File: config.mk
export PLATFORM = sky130hd
export DESIGN_NAME = moving_average_force_scaler_flat
export DESIGN_NICKNAME = d
export VERILOG_FILES = /design/src/rtl/maf_pkg.sv /design/src/rtl/maf_if.sv /design/src/rtl/maf_front.sv /design/src/rtl/maf_queue.sv /design/src/rtl/maf_back.sv /design/src/rtl/moving_average_force_scaler.sv /design/src/flat_wrapper.sv
export SDC_FILE = /design/constraint.sdc
export NUM_CORES = 1
export LEC_CHECK = 0
export ABC_CLOCK_PERIOD_IN_PS = 5000
export BUFFER_PORTS_ARGS = -buffer_cell sky130_fd_sc_hd__buf_2
export CORE_ASPECT_RATIO = 0.5
export CORE_UTILIZATION = 50
export CTS_CLUSTER_SIZE = 20
export DETAILED_ROUTE_END_ITERATION = 16
export GPL_TIMING_DRIVEN = 0
export PLACE_DENSITY_LB_ADDON = 0.05
export SETUP_SLACK_MARGIN = 0.05
export SYNTH_ARGS = -nofsm -noshare
export SYNTH_HDL_FRONTEND = slang
export SYNTH_SLANG_ARGS = --single-unit
File: constraint.sdc
create_clock -name clk -period 5 [get_ports clk]
set_input_delay 1 -clock clk [delete_from_list [all_inputs] [get_ports clk]]
set_output_delay 1 -clock clk [all_outputs]
set_load 0.05 [all_outputs]
File: src/rtl/maf_pkg.sv
// Shared constants and types for the moving-average force scaler.
`default_nettype none
package maf_pkg;

	localparam int WINDOW      = 5;
	localparam int SAMPLE_BITS = 12;
	localparam int AVG_W       = SAMPLE_BITS;
	localparam int TENTHS_W    = 10;

	localparam int FULL_SCALE  = (1 << SAMPLE_BITS) - 1;
	localparam int TENTHS_FULL = 1000;

	localparam int SLOT_W = (WINDOW > 1) ? $clog2(WINDOW) : 1;
	localparam int CNT_W  = $clog2(WINDOW + 1);
	localparam int SUM_W  = SAMPLE_BITS + $clog2(WINDOW);

	// radix-4 restoring divider for sum / fill
	localparam int RADIX_BITS = 2;
	localparam int DIV_STEPS  = (AVG_W + RADIX_BITS - 1) / RADIX_BITS;
	localparam int QW         = DIV_STEPS * RADIX_BITS;
	localparam int STEP_W     = $clog2(DIV_STEPS + 1);

	// scaled value avg*1000 + FS/2 and its reciprocal product
	localparam int X_W = $clog2(FULL_SCALE * TENTHS_FULL + FULL_SCALE / 2 + 1);
	localparam int P_W = X_W + SAMPLE_BITS + 1;

	localparam int QDEPTH = 2;
	localparam int QPTR_W = 1;
	localparam int QCNT_W = 2;

	typedef struct packed {
		logic [SUM_W-1:0] sum;
		logic [CNT_W-1:0] fill;
	} job_t;

	typedef enum logic [2:0] {
		ST_IDLE,
		ST_DIV,
		ST_MUL,
		ST_RECIP,
		ST_FIX
	} back_state_t;

endpackage
`default_nettype wire

File: src/rtl/maf_if.sv
// Sample and result channel interfaces.
`default_nettype none
interface maf_sample_if;
	import maf_pkg::*;
	logic                   valid;
	logic                   ready;
	logic [SAMPLE_BITS-1:0] raw_sample;
	modport source (output valid, output raw_sample, input ready);
	modport sink   (input valid, input raw_sample, output ready);
endinterface

interface maf_result_if;
	import maf_pkg::*;
	logic                valid;
	logic                ready;
	logic [AVG_W-1:0]    average;
	logic [TENTHS_W-1:0] force_tenths;
	modport source (output valid, output average, output force_tenths, input ready);
	modport sink   (input valid, input average, input force_tenths, output ready);
endinterface
`default_nettype wire

File: src/rtl/maf_front.sv
// Front end: sample ring, running sum and fill count; emits one job per beat.
`default_nettype none
module maf_front (
	input  wire logic        clk,
	input  wire logic        arst_n,
	maf_sample_if.sink       sample,
	output maf_pkg::job_t    job,
	output logic             job_valid,
	input  wire logic        job_ready
);
	import maf_pkg::*;

	logic [SAMPLE_BITS-1:0] ring_q [WINDOW];
	logic [SLOT_W-1:0]      slot_q;
	logic [SUM_W-1:0]       sum_q;
	logic [CNT_W-1:0]       fill_q;

	logic [SAMPLE_BITS-1:0] oldest;
	logic [SUM_W-1:0]       sum_next;
	logic [CNT_W-1:0]       fill_next;
	logic [SLOT_W-1:0]      slot_next;
	logic                   take;

	assign take         = sample.valid & job_ready;
	assign sample.ready = job_ready;

	assign oldest    = ring_q[slot_q];
	assign sum_next  = sum_q - SUM_W'(oldest) + SUM_W'(sample.raw_sample);
	assign fill_next = (fill_q == CNT_W'(WINDOW)) ? fill_q : fill_q + 1'b1;
	assign slot_next = (slot_q == SLOT_W'(WINDOW - 1)) ? '0 : slot_q + 1'b1;

	assign job_valid = sample.valid;
	assign job.sum   = sum_next;
	assign job.fill  = fill_next;

	always_ff @(posedge clk or negedge arst_n) begin
		if (!arst_n) begin
			for (int i = 0; i < WINDOW; i++) begin
				ring_q[i] <= '0;
			end
			slot_q <= '0;
			sum_q  <= '0;
			fill_q <= '0;
		end else if (take) begin
			ring_q[slot_q] <= sample.raw_sample;
			slot_q         <= slot_next;
			sum_q          <= sum_next;
			fill_q         <= fill_next;
		end
	end

endmodule
`default_nettype wire

File: src/rtl/maf_queue.sv
// Two-entry job queue between front and back end.
`default_nettype none
module maf_queue (
	input  wire logic          clk,
	input  wire logic          arst_n,
	input  wire maf_pkg::job_t push_job,
	input  wire logic          push_valid,
	output logic               push_ready,
	output maf_pkg::job_t      pop_job,
	output logic               pop_valid,
	input  wire logic          pop_ready
);
	import maf_pkg::*;

	job_t              mem_q [QDEPTH];
	logic [QPTR_W-1:0] wr_q;
	logic [QPTR_W-1:0] rd_q;
	logic [QCNT_W-1:0] cnt_q;
	logic              push;
	logic              pop;

	assign push_ready = (cnt_q != QCNT_W'(QDEPTH));
	assign pop_valid  = (cnt_q != '0);
	assign pop_job    = mem_q[rd_q];
	assign push       = push_valid & push_ready;
	assign pop        = pop_valid & pop_ready;

	always_ff @(posedge clk) begin
		if (push) begin
			mem_q[wr_q] <= push_job;
		end
	end

	always_ff @(posedge clk or negedge arst_n) begin
		if (!arst_n) begin
			wr_q  <= '0;
			rd_q  <= '0;
			cnt_q <= '0;
		end else begin
			if (push) begin
				wr_q <= wr_q + 1'b1;
			end
			if (pop) begin
				rd_q <= rd_q + 1'b1;
			end
			if (push && !pop) begin
				cnt_q <= cnt_q + 1'b1;
			end else if (pop && !push) begin
				cnt_q <= cnt_q - 1'b1;
			end
		end
	end

endmodule
`default_nettype wire

File: src/rtl/maf_back.sv
// Back end: serial sum/fill divide, tenths scaling, output register.
`default_nettype none
module maf_back (
	input  wire logic          clk,
	input  wire logic          arst_n,
	input  wire maf_pkg::job_t job,
	input  wire logic          job_valid,
	output logic               job_ready,
	maf_result_if.source       result
);
	import maf_pkg::*;

	localparam logic [X_W-1:0] SCALE_X = X_W'(TENTHS_FULL);
	localparam logic [X_W-1:0] HALF_X  = X_W'(FULL_SCALE / 2);
	localparam logic [X_W-1:0] FS_X    = X_W'(FULL_SCALE);

	back_state_t         state_q, state_d;
	logic [STEP_W-1:0]   step_q;
	logic [CNT_W-1:0]    rem_q;
	logic [QW-1:0]       quo_q;
	logic [CNT_W-1:0]    div_q;
	logic [X_W-1:0]      x_q;
	logic [TENTHS_W-1:0] q0_q;

	logic                out_valid_q;
	logic [AVG_W-1:0]    avg_out_q;
	logic [TENTHS_W-1:0] tenths_out_q;

	logic [CNT_W-1:0]    rem_n;
	logic [QW-1:0]       quo_n;
	logic [P_W-1:0]      prod;
	logic [X_W-1:0]      resid;
	logic [TENTHS_W-1:0] tenths;
	logic                out_free;
	logic                load_out;

	// two quotient bits per cycle
	always_comb begin
		logic [CNT_W:0]   shifted;
		logic [CNT_W+1:0] trial;
		rem_n = rem_q;
		quo_n = quo_q;
		for (int i = 0; i < RADIX_BITS; i++) begin
			shifted = {rem_n, quo_n[QW-1]};
			trial   = {1'b0, shifted} - {2'b00, div_q};
			if (!trial[CNT_W+1]) begin
				rem_n = trial[CNT_W-1:0];
				quo_n = {quo_n[QW-2:0], 1'b1};
			end else begin
				rem_n = shifted[CNT_W-1:0];
				quo_n = {quo_n[QW-2:0], 1'b0};
			end
		end
	end

	// x / FS with FS = 2^n - 1: x*(FS+2) >> 2n is low by at most one
	assign prod   = (P_W'(x_q) << SAMPLE_BITS) + P_W'(x_q);
	assign resid  = x_q - ((X_W'(q0_q) << SAMPLE_BITS) - X_W'(q0_q));
	assign tenths = (resid >= FS_X) ? q0_q + 1'b1 : q0_q;

	assign out_free = !out_valid_q || result.ready;

	always_comb begin
		state_d   = state_q;
		job_ready = 1'b0;
		load_out  = 1'b0;
		case (state_q)
			ST_IDLE: begin
				job_ready = 1'b1;
				if (job_valid) begin
					state_d = ST_DIV;
				end
			end
			ST_DIV: begin
				if (step_q == STEP_W'(DIV_STEPS - 1)) begin
					state_d = ST_MUL;
				end
			end
			ST_MUL:   state_d = ST_RECIP;
			ST_RECIP: state_d = ST_FIX;
			ST_FIX: begin
				if (out_free) begin
					load_out = 1'b1;
					state_d  = ST_IDLE;
				end
			end
			default:  state_d = ST_IDLE;
		endcase
	end

	always_ff @(posedge clk or negedge arst_n) begin
		if (!arst_n) begin
			state_q <= ST_IDLE;
		end else begin
			state_q <= state_d;
		end
	end

	always_ff @(posedge clk) begin
		case (state_q)
			ST_IDLE: begin
				rem_q  <= CNT_W'(job.sum >> QW);
				quo_q  <= job.sum[QW-1:0];
				div_q  <= job.fill;
				step_q <= '0;
			end
			ST_DIV: begin
				rem_q  <= rem_n;
				quo_q  <= quo_n;
				step_q <= step_q + 1'b1;
			end
			ST_MUL:   x_q  <= X_W'(quo_q[AVG_W-1:0]) * SCALE_X + HALF_X;
			ST_RECIP: q0_q <= TENTHS_W'(prod >> (2 * SAMPLE_BITS));
			default: ;
		endcase
		if (load_out) begin
			avg_out_q    <= quo_q[AVG_W-1:0];
			tenths_out_q <= tenths;
		end
	end

	always_ff @(posedge clk or negedge arst_n) begin
		if (!arst_n) begin
			out_valid_q <= 1'b0;
		end else if (load_out) begin
			out_valid_q <= 1'b1;
		end else if (result.ready) begin
			out_valid_q <= 1'b0;
		end
	end

	assign result.valid        = out_valid_q;
	assign result.average      = avg_out_q;
	assign result.force_tenths = tenths_out_q;

endmodule
`default_nettype wire

File: src/rtl/moving_average_force_scaler.sv
// Top level of the boxcar moving-average force scaler.
//
//   channel  dir  payload                         beat
//   sample   in   raw_sample[11:0]                one converter reading
//   result   out  average[11:0], force_tenths[9:0] one result per sample
//
// A sample beat is taken by the front end (ring, running sum,
// fill count) and queued as a job in a two-entry queue.
// The back end pops a job in its idle state, runs 6 radix-4 divide steps
// for sum / fill, then multiply, reciprocal and correct; it takes no new
// job until the result is loaded into the output register.
// Reset clears the ring, sum, fill count, queue and output valid at once.
// A stalled result holds in the output register while the front end keeps
// taking samples until the queue fills.
`default_nettype none
module moving_average_force_scaler (
	input  wire logic    clk,
	input  wire logic    arst_n,
	maf_sample_if.sink   sample,
	maf_result_if.source result
);
	import maf_pkg::*;

	job_t fq_job;
	logic fq_valid;
	logic fq_ready;
	job_t qb_job;
	logic qb_valid;
	logic qb_ready;

	// front end: updates window state on every accepted beat
	maf_front u_front (
		.clk       (clk),
		.arst_n    (arst_n),
		.sample    (sample),
		.job       (fq_job),
		.job_valid (fq_valid),
		.job_ready (fq_ready)
	);

	// decouples front from the multi-cycle back end
	maf_queue u_queue (
		.clk        (clk),
		.arst_n     (arst_n),
		.push_job   (fq_job),
		.push_valid (fq_valid),
		.push_ready (fq_ready),
		.pop_job    (qb_job),
		.pop_valid  (qb_valid),
		.pop_ready  (qb_ready)
	);

	// back end: average and tenths-of-percent scaling
	maf_back u_back (
		.clk       (clk),
		.arst_n    (arst_n),
		.job       (qb_job),
		.job_valid (qb_valid),
		.job_ready (qb_ready),
		.result    (result)
	);

endmodule
`default_nettype wire

File: src/flat_wrapper.sv
// flat-port wrapper written by rule: the top's interface ports become plain ports
module moving_average_force_scaler_flat import maf_pkg::*;
  (clk, arst_n, sample_valid, sample_raw_sample, sample_ready, result_valid, result_average, result_force_tenths, result_ready);
  maf_sample_if sample_i ();
  maf_result_if result_i ();
  input  wire logic clk;
  input  wire logic arst_n;
  input wire logic [$bits(sample_i.valid)-1:0] sample_valid;
  input wire logic [$bits(sample_i.raw_sample)-1:0] sample_raw_sample;
  output wire logic [$bits(sample_i.ready)-1:0] sample_ready;
  output wire logic [$bits(result_i.valid)-1:0] result_valid;
  output wire logic [$bits(result_i.average)-1:0] result_average;
  output wire logic [$bits(result_i.force_tenths)-1:0] result_force_tenths;
  input wire logic [$bits(result_i.ready)-1:0] result_ready;
  assign sample_i.valid = sample_valid;
  assign sample_i.raw_sample = sample_raw_sample;
  assign sample_ready = sample_i.ready;
  assign result_valid = result_i.valid;
  assign result_average = result_i.average;
  assign result_force_tenths = result_i.force_tenths;
  assign result_i.ready = result_ready;
  moving_average_force_scaler u_core (.clk(clk), .arst_n(arst_n), .sample(sample_i), .result(result_i));
endmodule
==> results_dict.tcl <==
set metrics [dict create \
    status "finished, final reports clean" \
    slew_headroom 0.221 \
    syn_inst 1249 \
    r2r-start "u_core.u_back.quo_q[5]$_DFFE_PP_" \
    vias 9135 \
    worstSetupPathType "register to register" \
    yosysTopAreaCell "edfxtp_1" \
    hold_viol_final 0 \
    cp_max_fo 4 \
    rrSetupSlack_ps 100 \
    regArea_mm2 0.00547 \
    fin_util 0.585 \
    num-nets-final 1543 \
    grt_max_degree 66 \
    yosysWarningCount 0 \
    grt_antenna_before_repair 0 \
    grt_setup_unrepaired "yes" \
    timing.rr.end "u_core.u_back.x_q[19]$_DFFE_PN_" \
    htree_num_levels 4 \
    grt.total_usage 0.207 \
    fillers 2139 \
    synth_top_area_frac 0.243 \
    fin_crit_sh 0.980 \
    end_kind "register" \
    critical_path_required_ps 5190 \
    portBuffers 39 \
    vias_per_cell 5.39 \
    ys_seq_area_frac 0.411 \
    grt_overflow_total 0 \
    drc 0 \
    multi_input_area_mm2 0.00727 \
    cts_buffer_depth 2 \
    areaGrowthSynthToFinish_pct 12.9 \
    dp_hpwl_mm 20.6 \
    ant_nets 0 \
    holdBufCountCts 0 \
    synthFlopType "edfxtp_1" \
    ys_async_sr_fraction 0.452 \
    gp_congestion 0.869 \
    worst_pin_slew_ps 1170 \
    clk_latency_ps 440 \
    start_util 0.518 \
    synth_area_mm2 0.0133 \
    syn_nets 1454 \
    ys_ff_latch 197 \
    wl_mm 26.7 \
    reg2reg_depth 19 \
    worst_hold_path_type "input port to asynchronous set/reset pin" \
    fin_skew_ps 8.27 \
    min_period_ps 4900 \
    drv_slew 0 \
    cap_violations 0 \
    clock_sinks 197 \
    rows 41 \
    fmaxAchievable_mhz 204 \
    synth_edf_count 108 \
    first_pass_iters 5 \
    drive_gt1_frac 0.154 \
    cp_data_arrival_time_ps 5090 \
    dieArea_mm2 0.0273 \
    clkSlewWorstSetupHoldPaths_ps 70 \
    die_height_um 117 \
    synthDistinctLibCells 73 \
    antennaDiodeCount 0 \
    wl_per_cell_um 15.8 \
    grt_first_pass_wirelength_mm 44.9 \
    setup_viol 0 \
    core_area_mm2 0.0257 \
    grt_pass1_vias 9148 \
    avgSynthCellArea_um2 10.7 \
    cts_tree "built" \
    drt_iter0_markers 436 \
    fin_tns_setup_ps 0 \
    die_w_um 233 \
    io_pins 40 \
    cts_root_buf "clkbuf_16" \
    critPathLaunchType "register" \
    numCtsBuffers 17 \
    yosys-top-cells-area "edfxtp_1, dfrtp_1, ha_1, fa_1, inv_1" \
]
## flip-flops by register name, summed over array words and instances, names as in the netlist, 3 cells and up
name,cells
u_core.u_back.step_q,3
u_core.u_front.slot_q,3
u_core.u_front.ring_q,60
u_core.u_front.fill_q,3
u_core.u_queue.mem_q,36
u_core.u_back.div_q,3
u_core.u_front.sum_q,15
u_core.u_back.q0_q,10
u_core.u_back.rem_q,3
u_core.u_back.state_q,3
u_core.u_back.quo_q,12
u_core.u_back.result.average,12
u_core.u_back.x_q,19
u_core.u_back.result.force_tenths,10
## timing repair
| item | 4_1_cts | 5_1_grt |
|---|---|---|
| pin swaps | 10 | 25 |
| gates cloned | 0 | 0 |
| resized for setup | 22 | 32 |
| endpoints found under the setup margin | 12 | 14 |
| buffers inserted | 19 | 11 |
## cell families after synthesis
group,count (synthesis),synth area share
AO/OA/AOI/OAI,229,0.109
AND/OR/NAND/NOR,276,0.0977
adder cells (fa/ha/maj),189,0.207
flip-flops,197,0.411
XOR/XNOR,83,0.0546
buffers and inverters,207,0.0591
multiplexers,68,0.0620
## critical path, cell delays in order (launching register included)
cell,delay (ps)
edfxtp_1,440
inv_4,110
fa_1,440
fa_1,490
inv_1,50
fa_1,490
inv_1,50
fa_1,490
inv_1,40
ha_1,280
buf_6,120
and4_4,190
nand4_1,140
a21oi_2,100
a2111oi_4,370
buf_4,210
xnor2_4,140
nand2_2,100
nor4_4,280
xor2_1,100
## area by class of cell
class                   count  area share
inverters                 175      0.0440
clock buffers              17      0.0283
repair buffers             71      0.0314
plain buffers              31     0.00965
clock inverters            15      0.0112
well taps                 344      0.0286
flip-flops and latches    197       0.364
multi-input cells         845       0.483
## metrics by stage
stage | std cells | setup slack, ps | cell area (um^2) | hold slack (ps)
final | 1695 | 98.2 | 15000 | 467
after global routing | 1695 | -143 | 15000 | 475
after CTS | 1685 | 37.3 | 14800 | 461
after detailed placement | 1634 | -487 | 14000 | 470
after global placement | 1632 | -393 | 14000 | 457
after floorplan | 1249 | 55.8 | 13300 | 445
## cell usage after synthesis (all sizes together) (12+ instances only)
cell,count
mux2i,24
nand4,12
dfrtp,89
xor2,31
clkbuf,28
xnor2,52
nand3,21
nor2,49
nand2,118
inv,174
nor3,21
ha,136
fa,53
a21oi,41
mux2,36
a21o,14
edfxtp,108
o21ai,99
nor2b,12
## worst max path at each step
stage | from | end | slack, ps | cells after the start
2_1_floorplan | u_core.u_back.quo_q[3]$_DFFE_PP_ | u_core.u_back.x_q[21]$_DFFE_PN_ | 60 | 17
3_3_place_gp | u_core.u_back.quo_q[3]$_DFFE_PP_ | u_core.u_back.x_q[21]$_DFFE_PN_ | -390 | 17
3_5_place_dp | u_core.u_back.quo_q[3]$_DFFE_PP_ | u_core.u_back.x_q[21]$_DFFE_PN_ | -490 | 17
4_1_cts | u_core.u_back.quo_q[5]$_DFFE_PP_ | u_core.u_back.x_q[21]$_DFFE_PN_ | 40 | 17
5_1_grt | u_core.u_back.quo_q[5]$_DFFE_PP_ | u_core.u_back.x_q[19]$_DFFE_PN_ | -140 | 19
6_report | u_core.u_back.quo_q[5]$_DFFE_PP_ | u_core.u_back.x_q[19]$_DFFE_PN_ | 100 | 19
## cells in the final DEF (no fill, tap or decap), types with 7 or more instances in the layout
cell type and count:
mux4_2 8, ha_1 133, and3_1 10, xor2_1 28, inv_1 166, a21oi_2 7, o21ai_0 94, dfrtp_1 89
edfxtp_1 108, buf_6 7, buf_4 28, nor2b_1 11, clkbuf_16 17, nor3_1 18, buf_2 40, mux2_2 36
nand2_1 117, mux2i_1 24, a211oi_1 7, a21oi_1 33, o21a_1 9, nand3_1 19, a21o_1 14, fa_1 52
clkbuf_1 22, nor2_1 44, nand4_1 10, and2_1 9, xnor2_1 51
## metal layers
metal / wire length, um / vias up / track usage
li1: - / 4503 / -
met3: 652 / 27 / 0.0338
met1: 12200 / 4482 / 0.260
met5: 0 / - / 0
met4: 391 / 0 / 0.0600
met2: 13500 / 123 / 0.364
Power is not shown: default switching activity piles up to over one toggle a cycle in this logic, so the estimate is an artifact.
